**src/design/dmrc_pkg.sv**
```systemverilog
// shared types and constants of the direct-mapped read cache
// no dependencies; imported by every module of the block
`default_nettype none

package dmrc_pkg;

  // geometry, fixed by the address split of the result fields
  localparam int unsigned LINE_BYTES = 16;
  localparam int unsigned NUM_LINES  = 8;
  localparam int unsigned MEM_BYTES  = 4096;

  localparam int unsigned ADDR_W  = 12;
  localparam int unsigned OFF_W   = $clog2(LINE_BYTES);
  localparam int unsigned LINE_W  = $clog2(NUM_LINES);
  localparam int unsigned TAG_W   = ADDR_W - OFF_W - LINE_W;
  localparam int unsigned MEM_AW  = $clog2(MEM_BYTES);
  localparam int unsigned FILL_W  = OFF_W + 1;
  localparam int unsigned DATA_W  = 8;
  localparam int unsigned CNT_W   = 32;
  localparam int unsigned COST_W  = 8;

  localparam int unsigned CFG_IDX_W = 1;

  localparam logic [COST_W-1:0] HIT_COST_RST  = 8'd1;
  localparam logic [COST_W-1:0] MISS_COST_RST = 8'd20;
  localparam logic [DATA_W-1:0] LINE_FILL     = 8'h23;

  typedef enum logic [CFG_IDX_W-1:0] {
    CFG_HIT_COST  = 1'b0,
    CFG_MISS_COST = 1'b1
  } cfg_reg_e;

  typedef enum logic {
    ACT_LOAD = 1'b0,
    ACT_READ = 1'b1
  } action_e;

  // request to the line store: lookup/read, byte fill and tag update
  typedef struct packed {
    logic              rd_en;
    logic [LINE_W-1:0] rd_line;
    logic [OFF_W-1:0]  rd_off;
    logic [TAG_W-1:0]  tag;
    logic              wr_en;
    logic [LINE_W-1:0] wr_line;
    logic [OFF_W-1:0]  wr_off;
    logic [DATA_W-1:0] wr_data;
    logic              tag_wr;
  } lines_req_t;

  // request to the backing memory
  typedef struct packed {
    logic              wr_en;
    logic              rd_en;
    logic [MEM_AW-1:0] addr;
    logic [DATA_W-1:0] wdata;
  } mem_req_t;

endpackage

`default_nettype wire

```
**src/design/dmrc_lines.sv**
```systemverilog
// line store: byte array, tags, valid bits and the tag compare
// depends on dmrc_pkg
`default_nettype none

module dmrc_lines import dmrc_pkg::*; (
  input  wire logic              clk_i,
  input  wire logic              rst_ni,
  input  wire lines_req_t        req_i,
  output logic                   hit_o,
  output logic      [DATA_W-1:0] rdata_o
);

  logic [DATA_W-1:0] data_mem [LINE_BYTES*NUM_LINES];
  logic [DATA_W-1:0] rdata_q;
  logic [TAG_W-1:0]  tag_q [NUM_LINES];
  logic [NUM_LINES-1:0] valid_q;

  // line bytes are read on every lookup but used only on a hit, so unwritten bytes never show
  always_ff @(posedge clk_i) begin
    if (req_i.wr_en) begin
      data_mem[{req_i.wr_line, req_i.wr_off}] <= req_i.wr_data;
    end
    if (req_i.rd_en) begin
      rdata_q <= data_mem[{req_i.rd_line, req_i.rd_off}];
    end
  end

  // tags and valid bits, cleared at reset
  always_ff @(posedge clk_i or negedge rst_ni) begin
    if (!rst_ni) begin
      valid_q <= '0;
      for (int i = 0; i < NUM_LINES; i++) begin
        tag_q[i] <= '0;
      end
    end else if (req_i.tag_wr) begin
      tag_q[req_i.wr_line]   <= req_i.tag;
      valid_q[req_i.wr_line] <= 1'b1;
    end
  end

  // hit when the indexed line is valid and holds the same tag
  assign hit_o   = valid_q[req_i.rd_line] && (tag_q[req_i.rd_line] == req_i.tag);
  assign rdata_o = rdata_q;

endmodule

`default_nettype wire

```
**config.mk**
```make
export PLATFORM = sky130hd
export DESIGN_NAME = dmrc_lines
export DESIGN_NICKNAME = d
export VERILOG_FILES = /design/src/design/dmrc_pkg.sv /design/src/design/dmrc_lines.sv
export SDC_FILE = /design/constraint.sdc
export NUM_CORES = 1
export LEC_CHECK = 0
export BUFFER_PORTS_ARGS = -buffer_cell sky130_fd_sc_hd__buf_2
export CAP_MARGIN = 25
export CORE_MARGIN = 5
export CORE_UTILIZATION = 45
export DETAILED_ROUTE_END_ITERATION = 16
export PLACE_DENSITY = 0.58
export SYNTH_ARGS = -nofsm -noshare
export SYNTH_HDL_FRONTEND = slang
export SYNTH_SLANG_ARGS = --single-unit
```
**constraint.sdc**
```tcl
create_clock -name clk_i -period 5.8 [get_ports clk_i]
set_input_delay 1.16 -clock clk_i [delete_from_list [all_inputs] [get_ports clk_i]]
set_output_delay 1.16 -clock clk_i [all_outputs]
set_load 0.005 [all_outputs]
```
==> impl_metrics.csv <==
group,metric,value,unit
synthesis,syn_area_per_cell,23.6,um^2
worst_setup_path,reg2reg_depth,4,
clocking,holdBufCountCts,0,
sta,fin_hold_ws,0.385,ns
worst_setup_path,required,4.64,ns
worst_setup_path,criticalPathCategory,"input pin to output port",
synthesis,yosysUniqueCellTypes,27,
detailed_routing,drt_wl_total,98.0,mm
synthesis,syn_area,41900,um^2
clocking,cts_buffer_depth,3,
layout,regArea,32200,um^2
synthesis,synthSimpleGateAreaFrac,1.96,%
synthesis,synthesis.instances,1777,
sta,fin_tns_setup,0,ns
floorplanning,die-area,99300,um^2
synthesis,synth_compound_area_share,0.0119,%
floorplanning,die_w,315,um
global_routing,groute.usage.overall,19.9,%
sta,fin_skew,0.0232,ns
clocking,clk_pin_slew,0.06,ns
sta,setup_viol,0,
synthesis,ys_ff_latch,1080,
layout,nets,1928,
clocking,htreeDepth,3,
synthesis,synthesis.nets,1809,
sta,rsz0062_at_grt,"false",
floorplanning,io_pins,41,
sta,final.period_utilization,73.9,%
clocking,cts_resized,0,
placement,place_congestion,0.773,
synthesis,ys_seq_area_share,76.8,%
global_routing,grt_pass1_vias,19300,
global_routing,grt_overflow,0,
synthesis,synth_xor_area_share,0.125,%
floorplanning,fp.coreArea,92900,um^2
layout,multi_input_comb_area,9320,um^2
sta,fmax,233,MHz
hold_path,hold_class,"input pin to asynchronous set/reset pin",
detailed_routing,wl_per_cell,30.2,um
clocking,cts_buffers,108,
floorplanning,row_count,112,
clocking,cts_tree,"done",
synthesis,yosysWarnings,0,
worst_setup_path,critPathMaxFanout,33,
worst_setup_path,timing.rr.end,"rdata_o[2]",
global_routing,antenna_found_initial,4,
detailed_routing,vias,19000,
placement,dp_hpwl,60.3,mm
synthesis,synth_fa_ha_area_share,0,%
clocking,cts_sinks,1080,
placement,port_buffers,40,
synthesis,synth_top_family_by_area,"multiplexers",
global_routing,grt_pass1_wl,141,mm
clocking,post_cts_buffers,0,
sta,fin_crit,4.29,ns
layout,syn_to_final_growth,13.7,%
worst_setup_path,start_kind,"input pin",
synthesis,synthMuxAreaShare,20.1,%
sta,worst_slew_pin_slew,1.05,ns
clocking,clockRootBuffer,"clkbuf_16",
layout,nFillCells,7136,
worst_setup_path,r2r_setup_slack,3.22,ns
detailed_routing,drc,0,
clocking,clk_latency,0.67,ns
detailed_routing,ant_nets,0,
detailed_routing,viasPerCell,5.85,
layout,drive_gt1_share,33.7,%
run,drv_cap,0,
pwr,p_leak,0.0148,uW
sta,slew_violations,0,
detailed_routing,first_iter_violations,2133,
sta,slew_headroom,29.4,%
worst_setup_path,endpoint_kind,"output port",
sta,hold_violations,0,
outcome,status,"complete, no violations",
floorplanning,initial_core_util,45.1,%
worst_setup_path,timing.rr.start,"data_mem[45][2]",
pwr,vdd_drop_max,0.316,mV
global_routing,grt_max_degree,103,
detailed_routing,detail_route.first_pass.iterations,7,
floorplanning,die_h,315,um
pwr,p_per_area,352,nW/um^2
worst_setup_path,cp.arrival,3.13,ns
cells by family after synthesis:
group                     count (synthesis)
buffers and inverters                    99
muxes                                   400
and+or+nand+nor                         191
xor gates and xnor gates                  6
AOI/OAI and AO/OA                         1
DFF                                    1080
metrics by stage:
| stage | std cells | power, uW | util, % | area, um^2 | setup slack, ns |
|---|---|---|---|---|---|
| CTS | 3237 | 16900 | 51.2 | 47600 | 1.49 |
| global route | 3241 | 17300 | 51.3 | 47600 | 1.42 |
| global placement | 3026 | 9770 | 47.2 | 43800 | 1.39 |
| detailed placement | 3036 | 9790 | 47.3 | 43900 | 1.43 |
| floorplan | 1777 | 9370 | - | 41900 | 1.72 |
| finish | 3242 | 16800 | 51.3 | 47600 | 1.51 |
state kept, by name, indices dropped and copies added, names as in the netlist:
| signal | count |
|---|---|
| rdata_o | 8 |
| valid_q | 8 |
| data_mem | 1024 |
| tag_q | 40 |
layout by cell type, fill, tap and decap left out, drive strengths merged:
| master | Yosys | routed |
|---|---|---|
| a21oi | 1 | 1 |
| and2 | 1 | 1 |
| and3 | 1 | 1 |
| buf | 42 | 107 |
| bufinv | 0 | 17 |
| clkbuf | 57 | 126 |
| clkinv | 0 | 53 |
| clkinvlp | 0 | 4 |
| dfrtp | 48 | 48 |
| diode | 0 | 1 |
| edfxtp | 1032 | 1032 |
| inv | 0 | 2 |
| mux2 | 48 | 48 |
| mux2i | 4 | 4 |
| mux4 | 348 | 348 |
| nand2 | 16 | 16 |
| nand2b | 7 | 7 |
| nand3 | 16 | 16 |
| nand3b | 2 | 2 |
| nand4 | 2 | 2 |
| nor2 | 122 | 122 |
| nor2b | 7 | 7 |
| nor3 | 10 | 10 |
| nor3b | 2 | 2 |
| or2 | 4 | 4 |
| or3 | 1 | 1 |
| xnor2 | 2 | 2 |
| xor2 | 4 | 4 |
power by group:
part | switching [uW] | internal, uW | total [uW] | leakage, uW
registers | 40.9 | 8640 | 8680 | 0.00984
clock network | 2910 | 4240 | 7150 | 0.00178
logic | 527 | 402 | 929 | 0.00319
total | 3480 | 13300 | 16800 | 0.0148
Yosys cell counts, drive strengths merged:
library cell / count / area, um^2
nor3: 10 / 50.1
nand4: 2 / 12.5
and3: 1 / 6.26
dfrtp: 48 / 1200
xnor2: 2 / 17.5
mux4: 348 / 7840
mux2: 48 / 541
a21oi: 1 / 5.00
or3: 1 / 6.26
nor2b: 7 / 43.8
nor2: 122 / 458
mux2i: 4 / 40.0
buf: 42 / 208
nand2: 16 / 60.1
clkbuf: 57 / 215
nand3: 16 / 80.1
xor2: 4 / 35.0
edfxtp: 1032 / 31000
nand3b: 2 / 15.0
nor3b: 2 / 15.0
and2: 1 / 6.26
nand2b: 7 / 43.8
or2: 4 / 25.0
worst max-delay path by stage:
stage                     slack (ns)  cells past startpoint      start    endpoint
after floorplan                 1.72                      6  req_i[26]       hit_o
after detailed placement        1.43                      6  req_i[22]  rdata_o[2]
final                           1.51                      7  req_i[26]       hit_o
after global placement          1.39                      7  req_i[26]       hit_o
after CTS                       1.49                      7  req_i[26]       hit_o
after global routing            1.42                      7  req_i[26]       hit_o
area by class of cell:
class                   instances  share of cell area [%]
diodes                          1                 0.00525
well taps                    1254                    3.29
multi-input cells             598                    19.6
clock buffers                 125                    5.94
flip-flops and latches       1080                    67.6
repair buffers                108                    1.91
clock inverters                76                    1.74
routing by layer:
metal  up-vias  share of wire (%)  global-route usage, %
met5         -              0.042                      0
li1       7815                  -                      -
met2       712                 48                   31.2
met4         6                2.5                   5.63
met1     10300                 42                   28.3
met3       124                7.5                   4.77
critical path, cell delays in order:
cell     delay (ns)
buf_4          0.52
mux4_2         0.59
mux2i_1        0.20
xor2_1         0.22
nand4_1        0.13
a21oi_1        0.15
buf_2          0.14
No activity file was read; power rests on OpenSTA's default activity.
