`config.mk`:
```
export PLATFORM = sky130hd
export DESIGN_NAME = dmrc_sat_add
export DESIGN_NICKNAME = d
export VERILOG_FILES = /design/src/design/dmrc_pkg.sv /design/src/design/dmrc_sat_add.sv
export SDC_FILE = /design/constraint.sdc
export NUM_CORES = 1
export LEC_CHECK = 0
export ABC_AREA = 1
export BUFFER_PORTS_ARGS = -buffer_cell sky130_fd_sc_hd__buf_2
export CORE_MARGIN = 3
export CORE_UTILIZATION = 50
export DETAILED_ROUTE_END_ITERATION = 7
export GPL_TIMING_DRIVEN = 0
export PLACE_DENSITY = 0.84
export RECOVER_POWER = 25
export SLEW_MARGIN = 20
export SYNTH_ARGS = -nofsm -noshare
export SYNTH_HDL_FRONTEND = slang
export SYNTH_SLANG_ARGS = --single-unit
export TNS_END_PERCENT = 30
```
`constraint.sdc`:
```
create_clock -name vclk -period 1.9
set_input_delay 0.19 -clock vclk [all_inputs]
set_output_delay 0.19 -clock vclk [all_outputs]
set_load 0.01 [all_outputs]
```
`src/design/dmrc_pkg.sv`:
```
// shared types and constants of the direct-mapped read cache
// no dependencies; imported by every module of the block
`default_nettype none

package dmrc_pkg;

  // geometry, fixed by the address split of the result fields
  localparam int unsigned LINE_BYTES = 16;
  localparam int unsigned NUM_LINES  = 8;
  localparam int unsigned MEM_BYTES  = 4096;

  localparam int unsigned ADDR_W  = 12;
  localparam int unsigned OFF_W   = $clog2(LINE_BYTES);
  localparam int unsigned LINE_W  = $clog2(NUM_LINES);
  localparam int unsigned TAG_W   = ADDR_W - OFF_W - LINE_W;
  localparam int unsigned MEM_AW  = $clog2(MEM_BYTES);
  localparam int unsigned FILL_W  = OFF_W + 1;
  localparam int unsigned DATA_W  = 8;
  localparam int unsigned CNT_W   = 32;
  localparam int unsigned COST_W  = 8;

  localparam int unsigned CFG_IDX_W = 1;

  localparam logic [COST_W-1:0] HIT_COST_RST  = 8'd1;
  localparam logic [COST_W-1:0] MISS_COST_RST = 8'd20;
  localparam logic [DATA_W-1:0] LINE_FILL     = 8'h23;

  typedef enum logic [CFG_IDX_W-1:0] {
    CFG_HIT_COST  = 1'b0,
    CFG_MISS_COST = 1'b1
  } cfg_reg_e;

  typedef enum logic {
    ACT_LOAD = 1'b0,
    ACT_READ = 1'b1
  } action_e;

  // request to the line store: lookup/read, byte fill and tag update
  typedef struct packed {
    logic              rd_en;
    logic [LINE_W-1:0] rd_line;
    logic [OFF_W-1:0]  rd_off;
    logic [TAG_W-1:0]  tag;
    logic              wr_en;
    logic [LINE_W-1:0] wr_line;
    logic [OFF_W-1:0]  wr_off;
    logic [DATA_W-1:0] wr_data;
    logic              tag_wr;
  } lines_req_t;

  // request to the backing memory
  typedef struct packed {
    logic              wr_en;
    logic              rd_en;
    logic [MEM_AW-1:0] addr;
    logic [DATA_W-1:0] wdata;
  } mem_req_t;

endpackage

`default_nettype wire

```
`src/design/dmrc_sat_add.sv`:
```
// saturating adder shared by the three running counters
// depends on dmrc_pkg
`default_nettype none

module dmrc_sat_add import dmrc_pkg::*; (
  input  wire logic [CNT_W-1:0]  acc_i,
  input  wire logic [COST_W-1:0] inc_i,
  output logic      [CNT_W-1:0]  sum_o
);

  logic [CNT_W:0] wide_sum;

  // one extra bit catches the wrap, which clamps to all ones
  assign wide_sum = {1'b0, acc_i} + (CNT_W + 1)'(inc_i);
  assign sum_o    = wide_sum[CNT_W] ? {CNT_W{1'b1}} : wide_sum[CNT_W-1:0];

endmodule

`default_nettype wire

```
==> results of run 1 <==
-- stage by stage --
step                TNS [ps]  area (sq um)  setup slack (ps)  hold slack [ps]
finish                 -2212          2454            -110.2            718.3
global route           -3309          2454            -170.3            739.5
CTS                   -690.7          2221            -60.30            722.6
detailed placement     -8955          1907            -369.4            721.0
global placement       -8068          1907            -340.6            704.0
floorplan                  0          1508             120.1            494.9
-- path summary, 6_finish.rpt --
kind,startpoint,end,slack (ps),depth (start not counted)
min,acc_i[31],sum_o[31],720,4
max,acc_i[0],sum_o[14],-110,12
-- worst max-delay path, stage by stage --
cell	delay, ps
sky130_fd_sc_hd__buf_6	100
sky130_fd_sc_hd__ha_4	150
sky130_fd_sc_hd__fa_2	350
sky130_fd_sc_hd__nand3_2	110
sky130_fd_sc_hd__nand2_4	80
sky130_fd_sc_hd__a21oi_4	200
sky130_fd_sc_hd__nor2_4	60
sky130_fd_sc_hd__nand2_4	100
sky130_fd_sc_hd__buf_12	130
sky130_fd_sc_hd__buf_8	130
sky130_fd_sc_hd__nand3_2	80
sky130_fd_sc_hd__buf_6	130
-- what timing repair did --
action,CTS,global route
pin swaps,10,11
gates cloned,2,0
setup buffers,9,5
endpoints found under the setup margin,32,32
resized for setup,34,40
-- power by group through the flow --
stage / sequential [mW] / clock (mW) / combinational (mW)
6_report: 0 / 0 / 0.617
2_1_floorplan: 0 / 0 / 0.250
3_5_place_dp: 0 / 0 / 0.410
4_1_cts: 0 / 0 / 0.470
5_1_grt: 0 / 0 / 0.664
3_3_place_gp: 0 / 0 / 0.405
-- layer usage --
metal | track usage, % | up-vias | part of all wire (%)
met1 | 42.30 | 1148 | 33
met5 | 0 | - | 0
met4 | 11.46 | 0 | 8.3
met3 | 4.681 | 78 | 13
li1 | - | 1130 | -
met2 | 53.59 | 254 | 46
-- synthesized netlist by cell type (all sizes together) (2+ instances only) --
cell    instances
xor2            3
or2             4
buf             2
a21oi           4
nand3          61
nand4           7
o21ai           3
nor2           24
nand3b          8
inv            57
nor3           10
nand2         103
ha              8
-- cell families (layout without fill, tap and decap cells) --
| logic type | count (synthesis) | after routing | share of synthesized area (%) |
|---|---|---|---|
| and+or+nand+nor | 218 | 218 | 72.03 |
| buffers and inverters | 59 | 147 | 15.68 |
| adders and majority gates | 9 | 9 | 7.967 |
| AOI/OAI and AO/OA | 7 | 7 | 2.572 |
| xor gates and xnor gates | 3 | 3 | 1.743 |
-- layout make-up --
class	instances	area (sq um)
multi-input cells	237	1501
repair buffers	88	664.4
fillers	172	351.6
plain buffers	2	35.03
well taps	31	38.79
inverters	57	214.0
==> out/metrics.cfg, run 1 <==
[power]
internal_cell_power_uw = 265.7
power_frac_seq_pct = 0
post-layout-total-power_uw = 617.1
powerDensity_nw_per_um2 = 251.5
comb_power_share_pct = 100.0
worst_ir_drop_vdd_mv = 0.2412
power.share.clock_pct = 0
switching_power_uw = 351.5
power.switching_fraction_pct = 56.95
static-leakage-power_nw = 1.428

[setup_path]
worst_setup_start_kind = input pin
crit_fanout = 5
setup.worst_path.end_class = output pin
crit_arrival_ps = 1820
timing.setup.critical_path_class = in -> out
cp.required_ps = 1710

[routing]
detail_route.iter0.violations = 457
drt-wirelength-per-cell_um = 19.04
route.vias.total = 2610
route.antenna.remaining_nets = 0
route.final.wire_length_um = 7900
remaining_drcs = 0
detail_route.vias_per_cell = 6.289
dr.pass1.iters = 8

[status]
status = finished, violations left
failed_checks = negative setup slack

[die]
dieHeight_um = 60.91
die_width_um = 60.91
io_pins = 72
floorplan.core_area_sq_um = 2805
die-area_sq_um = 3710
start_util_pct = 53.75
core.rowCount = 19

[layout]
final_core_util_pct = 87.47
area.growth.synth_to_final_pct = 62.74
seq_cell_count = 0
design.final.nets = 435
stdcell_count = 415
layout-drive-gt1-share_pct = 39.84
insertedDiodeCount = 0
sequential_cell_area_sq_um = 0
mostFrequentLayoutCell = sky130_fd_sc_hd__nand2_1
clock_buffers = 0
final_cell_mix = sky130_fd_sc_hd__nand2_1 (81), sky130_fd_sc_hd__inv_1 (53), sky130_fd_sc_hd__buf_2 (53)

[clock_tree]
cts_hold_buffers = 0

[logic_synthesis]
synth_largest_area_cell = sky130_fd_sc_hd__nand2_1
number_of_standard_cells_after_synthesis = 296
synthesized_nets = 345
synth_top_area_share_pct = 25.39
netlist_top_cells_area = sky130_fd_sc_hd__nand2_1 (25%), sky130_fd_sc_hd__nand3_1 (15%), sky130_fd_sc_hd__inv_1 (13%)
syn-mean-instance-area_sq_um = 5.094
library_cells_used_by_synthesis = 21
ys_seq_area_share_pct = 0
syn_area_sq_um = 1508
synth-warning-count = 0

[place]
gp_congestion = 0.9436
dp_hpwl_um = 3969
portBuffers = 72
place.detailed.instances = 399

[timing]
min_period_over_period_pct = 105.8
fmaxAchievable_ghz = 0.4975
grt_setup_unrepaired = yes
final.min_clock_period_ps = 2010
slew_headroom_pct = 73.54
maxSlewViolCount = 0
worst_max_slew_pin_slew_ps = 392.8
setup_viol = 32
setup_slack_ps = -110.2
final_hold_viol_count = 0

[grt]
overflow_left_after_global_routing = 0
grt_start_max_net_pins = 7
vias_in_the_first_global_route = 2034
grt_antenna_before_repair = 0
grt_usage_pct = 32.25
wire_length_of_the_first_global_routing_pass_um = 9163

[job]
max-cap-violations = 0

[min_path]
hp-class = in -> out

No activity file was read; power rests on OpenSTA's default activity.
==> inputs of run 2 (changes only) <==
--- a/config.mk
+++ b/config.mk
@@ -8,10 +8,10 @@
 export ABC_AREA = 1
 export BUFFER_PORTS_ARGS = -buffer_cell sky130_fd_sc_hd__buf_2
 export CORE_MARGIN = 3
-export CORE_UTILIZATION = 50
+export CORE_UTILIZATION = 25
 export DETAILED_ROUTE_END_ITERATION = 7
 export GPL_TIMING_DRIVEN = 0
-export PLACE_DENSITY = 0.84
+export PLACE_DENSITY = 0.47
 export RECOVER_POWER = 25
 export SLEW_MARGIN = 20
 export SYNTH_ARGS = -nofsm -noshare
==> run 2 against run 1 <==
The run still ends with negative setup slack left; count of clock-buffer cells in the layout stayed put; core utilization is 45 points lower; global-route usage is 16 points lower; non-clock buffer count is 7 lower; die area is 89% higher; sequential share of layout area stayed put; via count is 20% lower; design area is 2.4% lower; total power is 12% lower; setup slack better by 100 ps; maximum frequency is 5.4% higher; combinational power is 12% lower; critical path type unchanged; highest routed layer is now met3.
==> out/metrics.cfg, run 2 (synthesis results as in run 1) <==
[die]
die-area_sq_um = 6999  ; +89%
floorplan.core_area_sq_um = 5675  ; +100%
start_util_pct = 26.57  ; -27 points
core.rowCount = 27  ; +8
die_width_um = 83.66  ; +37%
io_pins = 72  ; unchanged
dieHeight_um = 83.66  ; +37%

[timing]
worst_max_slew_pin_slew_ps = 326.6  ; -66.18 ps
grt_setup_unrepaired = yes
setup_viol = 3  ; -91%
setup_slack_ps = -6.715  ; +103.5 ps
slew_headroom_pct = 78.06  ; +4.5 points
final_hold_viol_count = 0  ; unchanged
accumulated_negative_setup_slack_ps = -9.436  ; +2202 ps
maxSlewViolCount = 0  ; unchanged
worst_hold_slack_ps = 704.9  ; -13.35 ps
min_period_over_period_pct = 100.4  ; -5.4 points
final.min_clock_period_ps = 1907  ; -103.5 ps
fmaxAchievable_ghz = 0.5245  ; +5.4%

[layout]
design.final.nets = 428  ; -1.6%
seq_cell_count = 0  ; unchanged
final_cell_mix = sky130_fd_sc_hd__nand2_1 (88), sky130_fd_sc_hd__inv_1 (52), sky130_fd_sc_hd__buf_2 (51)
insertedDiodeCount = 0  ; unchanged
fillCellCount = 645  ; +280%
area.growth.synth_to_final_pct = 58.84
layout-drive-gt1-share_pct = 38.46  ; -1.4 points
multi_input_gate_area_sq_um = 1478  ; -1.6%
clock_buffers = 0  ; unchanged
final_core_util_pct = 42.20  ; -45 points
mostFrequentLayoutCell = sky130_fd_sc_hd__nand2_1
stdcell_count = 449  ; +8.2%
sequential_cell_area_sq_um = 0  ; unchanged
post-route-cell-area_sq_um = 2395  ; -2.4%

[routing]
drt-wirelength-per-cell_um = 12.98  ; -32%
detail_route.iter0.violations = 110  ; -76%
wire_length_on_met1_um = 2785  ; +5.8%
wl_met2_um = 2745  ; -24%
wl_met3_um = 299  ; -70%
top_layer = met3
remaining_drcs = 0  ; unchanged
route.vias.total = 2088  ; -20%
route.final.wire_length_um = 5830  ; -26%
detail_route.vias_per_cell = 4.650  ; -26%
dr.pass1.iters = 4  ; -4
route.antenna.remaining_nets = 0  ; unchanged

[grt]
grt_antenna_before_repair = 0  ; unchanged
grt_usage_pct = 16.67  ; -16 points
vias_in_the_first_global_route = 2104  ; +3.4%
overflow_left_after_global_routing = 0  ; unchanged
grt_start_max_net_pins = 11  ; +4
wire_length_of_the_first_global_routing_pass_um = 10030  ; +9.5%

[min_path]
hold_path_cell_cnt = 4  ; unchanged
hp-class = in -> out

[setup_path]
worst_setup_start_kind = input pin
timing.setup.critical_path_class = in -> out
crit_arrival_ps = 1720  ; -100 ps
crit_fanout = 5  ; unchanged
setup.worst_path.end_class = output pin
cp.required_ps = 1710  ; about the same

[power]
static-leakage-power_nw = 1.370  ; -4.0%
post-layout-total-power_uw = 541.5  ; -12%
worst_ir_drop_vdd_mv = 0.09780  ; -59%
powerDensity_nw_per_um2 = 226.1  ; -10%

[status]
status = finished, violations left
failed_checks = negative setup slack

[job]
max-cap-violations = 0  ; unchanged

[place]
place.detailed.instances = 440  ; +10%
gp_congestion = 0.8868  ; -6.0%
placed_cell_area_sq_um = 1958  ; +2.7%
portBuffers = 72  ; unchanged
worst_slack_at_placement_ps = -380.4  ; -11.06 ps
dp_hpwl_um = 4765  ; +20%

==> run 2: worst max-delay path: stages <==
cell	delay, ps
sky130_fd_sc_hd__buf_6	100
sky130_fd_sc_hd__ha_4	150
sky130_fd_sc_hd__fa_2	360
sky130_fd_sc_hd__nand3_2	100
sky130_fd_sc_hd__nand2_4	70
sky130_fd_sc_hd__a21oi_4	180
sky130_fd_sc_hd__nor2_4	60
sky130_fd_sc_hd__nand2_4	110
sky130_fd_sc_hd__buf_6	120
sky130_fd_sc_hd__buf_6	100
sky130_fd_sc_hd__nand3_2	60
sky130_fd_sc_hd__buf_6	120
==> run 2: path summary, 6_finish.rpt <==
| kind | to | start | slack [ps] |
|---|---|---|---|
| setup / recovery | sum_o[25] | inc_i[0] | -7 |
| hold / removal | sum_o[31] | acc_i[31] | 700 |
==> run 2: timing repair <==
item | CTS | global route
pin swaps | 15 | 6
gates resized for setup | 53 | 18
setup endpoints to repair | 32 | 31
hold buffers | 0 | 0
cloned | 1 | 0
buffers inserted | 9 | 1
==> run 2: cell type report <==
| class | count | area share, % |
|---|---|---|
| inverters | 57 | 8.934 |
| plain buffers | 1 | 0.6270 |
| well taps | 72 | 3.762 |
| repair buffers | 82 | 24.97 |
| multi-input cells | 237 | 61.70 |
==> run 2: power breakdown <==
| group | internal [mW] | switching, mW | leakage [nW] |
|---|---|---|---|
| registers | 0 | 0 | 0 |
| clock network | 0 | 0 | 0 |
| logic | 0.245 | 0.297 | 1.37 |
==> run 2: layer usage <==
metal,up-vias,global-route usage [%]
met5,-,0
met4,0,0
met3,0,1.382
met2,52,29.86
met1,926,23.01
li1,1110,-
==> inputs of run 3 (changes only) <==
--- a/config.mk
+++ b/config.mk
@@ -5,13 +5,12 @@
 export SDC_FILE = /design/constraint.sdc
 export NUM_CORES = 1
 export LEC_CHECK = 0
-export ABC_AREA = 1
+export ABC_AREA = 0
 export BUFFER_PORTS_ARGS = -buffer_cell sky130_fd_sc_hd__buf_2
-export CORE_MARGIN = 3
 export CORE_UTILIZATION = 25
 export DETAILED_ROUTE_END_ITERATION = 7
 export GPL_TIMING_DRIVEN = 0
-export PLACE_DENSITY = 0.47
+export PLACE_DENSITY = 0.51
 export RECOVER_POWER = 25
 export SLEW_MARGIN = 20
 export SYNTH_ARGS = -nofsm -noshare
==> run 3 against run 2 <==
The flow still finishes with violations (negative setup slack); core utilization grew 2.1 points; count of clock-buffer cells in the layout is the same; global-route usage shrank 0.55 points; cell count shrank 33%; flip-flop and latch count is the same; sequential share of layout area is the same; non-clock buffer count grew 6; largest cell class unchanged; via count shrank 23%; total power shrank 16%; hold slack lost 2.4 ps; largest power group unchanged; combinational power shrank 16%; synthesized cell count shrank 44%.
==> out/metrics.cfg, run 3 <==
[setup_path]
critical_path.cell_chain = buf_6 > ha_4 > fa_2 > a211oi_2 > o211ai_1 > buf_4 > and2_4 > nand4_1 > mux2_4 > buf_6
cp_num_buf_inv = 3  ; -1
crit_arrival_ps = 2160  ; +440 ps
worst_path_most_repeated_cell = sky130_fd_sc_hd__buf_6
worst_setup_start_kind = input pin
timing.setup.critical_path_class = in -> out
cpPeakStageDelay_ps = 350  ; about the same
cp.required_ps = 1710  ; about the same
family_with_the_most_delay_on_the_worst_path = adder cells
setup.worst_path.end_class = output pin
crit_fanout = 6  ; +1
cp_max_stage_cell = sky130_fd_sc_hd__fa_2
startpoint = inc_i[0]

[logic_synthesis]
library_cells_used_by_synthesis = 51  ; +140%
synth-warning-count = 0  ; unchanged
number_of_standard_cells_after_synthesis = 166  ; -44%
synth_top_area_share_pct = 8.705  ; -17 points
netlist_top_cells_area = sky130_fd_sc_hd__ha_1 (8.7%), sky130_fd_sc_hd__mux2_1 (7.8%), sky130_fd_sc_hd__nand2_1 (7.5%)
synthMostInstantiatedCell = sky130_fd_sc_hd__nand2_1
synthesized_nets = 215  ; -38%
synth_largest_area_cell = sky130_fd_sc_hd__ha_1
netlist_top_cells_count = sky130_fd_sc_hd__nand2_1 (23), sky130_fd_sc_hd__a21oi_1 (13), sky130_fd_sc_hd__nand3_1 (11)
ys_seq_area_share_pct = 0  ; unchanged
syn-mean-instance-area_sq_um = 6.927  ; +36%
syn_area_sq_um = 1150  ; -24%

[grt]
wire_length_of_the_first_global_routing_pass_um = 6651  ; -34%
grt_usage_pct = 16.12  ; -0.55 points
overflow_left_after_global_routing = 0  ; unchanged
grt_antenna_before_repair = 0  ; unchanged
grt_start_max_net_pins = 11  ; unchanged
vias_in_the_first_global_route = 1365  ; -35%

[layout]
seq_cell_count = 0  ; unchanged
design.final.nets = 301  ; -30%
layout-drive-gt1-share_pct = 53.60  ; +15 points
sequential_cell_area_sq_um = 0  ; unchanged
insertedDiodeCount = 0  ; unchanged
multi_input_gate_area_sq_um = 1284  ; -13%
area.growth.synth_to_final_pct = 68.88
stdcell_count = 302  ; -33%
clock_buffers = 0  ; unchanged
mostFrequentLayoutCell = sky130_fd_sc_hd__buf_2
fillCellCount = 473  ; -27%
final_cell_mix = sky130_fd_sc_hd__buf_2 (60), sky130_fd_sc_hd__nand2_1 (17), sky130_fd_sc_hd__buf_6 (17)

[place]
dp_hpwl_um = 3146  ; -34%
worst_slack_at_placement_ps = -674.2  ; -293.8 ps
gp_congestion = 0.7922  ; -11%
portBuffers = 72  ; unchanged
place.detailed.instances = 290  ; -34%

[job]
max-cap-violations = 0  ; unchanged

[routing]
detail_route.vias_per_cell = 5.298  ; +14%
dr.pass1.iters = 4  ; unchanged
route.final.wire_length_um = 4255  ; -27%
route.antenna.remaining_nets = 0  ; unchanged
drt-wirelength-per-cell_um = 14.09  ; +8.5%
route.vias.total = 1600  ; -23%
detail_route.iter0.violations = 71  ; -35%
remaining_drcs = 0  ; unchanged

[timing]
maxSlewViolCount = 0  ; unchanged
final.min_clock_period_ps = 2347  ; +440.3 ps
final_hold_viol_count = 0  ; unchanged
setup_viol = 32  ; +29
grt_setup_unrepaired = yes
setup_slack_ps = -447.0  ; -440.3 ps
fmaxAchievable_ghz = 0.4261  ; -19%
worst_max_slew_pin_slew_ps = 575.2  ; +248.6 ps
slew_headroom_pct = 61.36  ; -17 points
min_period_over_period_pct = 123.5  ; +23 points

[die]
core.rowCount = 24  ; -11%
start_util_pct = 26.23  ; -0.34 points
dieHeight_um = 69.82  ; -17%
io_pins = 72  ; unchanged
die_width_um = 69.82  ; -17%
die-area_sq_um = 4875  ; -30%
floorplan.core_area_sq_um = 4384  ; -23%

[power]
static-leakage-power_nw = 0.9115  ; -33%
powerDensity_nw_per_um2 = 234.6  ; +3.7%
worst_ir_drop_vdd_mv = 0.1503  ; +54%

[min_path]
worst_hold_startpoint = acc_i[28]
hp-class = in -> out
worstHoldEndpoint = sum_o[28]
hold_path_cell_cnt = 3  ; -1

[status]
failed_checks = negative setup slack
status = finished, violations left

[clock_tree]
cts_hold_buffers = 0  ; unchanged

run 3: logic make-up after synthesis:
| logic type | count (synthesis) | share of synthesized area [%] |
|---|---|---|
| compound gates | 51 | 30.90 |
| buf+inv | 9 | 3.263 |
| simple gates | 79 | 38.63 |
| fa+ha+maj | 9 | 10.45 |
| xor+xnor | 5 | 3.809 |
| mux | 13 | 12.95 |
run 3: worst max-delay path by stage:
stage / depth (start not counted) / slack [ps] / endpoint
finish: 10 / -450 / sum_o[30]
global route: 10 / -590 / sum_o[13]
CTS: 10 / -430 / sum_o[13]
detailed placement: 10 / -670 / sum_o[25]
global placement: 10 / -670 / sum_o[25]
floorplan: 8 / -80 / sum_o[21]
run 3: through the flow:
| stage | setup TNS (ps) | total power [mW] | cell area, sq um | hold slack, ps | utilization, % |
|---|---|---|---|---|---|
| detailed placement | -15890 | 0.3789 | 1617 | 698.4 | 36.87 |
| finish | -11250 | 0.4555 | 1942 | 702.5 | 44.29 |
| global route | -15820 | 0.4991 | 1942 | 733.1 | 44.29 |
| floorplan | -508.2 | 0.2215 | 1191 | 472.6 | - |
| global placement | -15440 | 0.3787 | 1617 | 698.6 | 36.87 |
| CTS | -9879 | 0.4390 | 1881 | 700.7 | 42.89 |
run 3: power by group:
group | switching, mW | internal [mW]
Clock | 0 | 0
Combinational | 0.231 | 0.224
Sequential | 0 | 0
run 3: cell type report:
cell class,count,area share [%]
Buffer,3,1.031
Inverter,4,0.7732
Multi-Input combinational cell,157,66.11
Tap cell,52,3.351
Timing Repair Buffer,86,28.74
run 3: metal layers:
layer  track usage, %  wire length [um]  share of wire (%)
met1            24.17              2033                 48
met2            27.24              2058                 48
met3           0.2907               140                3.3
met4                0                23               0.54
met5                0                 0                  0
run 3: timing repair:
action | CTS | global route
endpoints found under the setup margin | 32 | 32
setup buffers | 10 | 4
endpoints found under the hold margin | 0 | 0
gates resized for setup | 36 | 9
pin swaps | 18 | 5
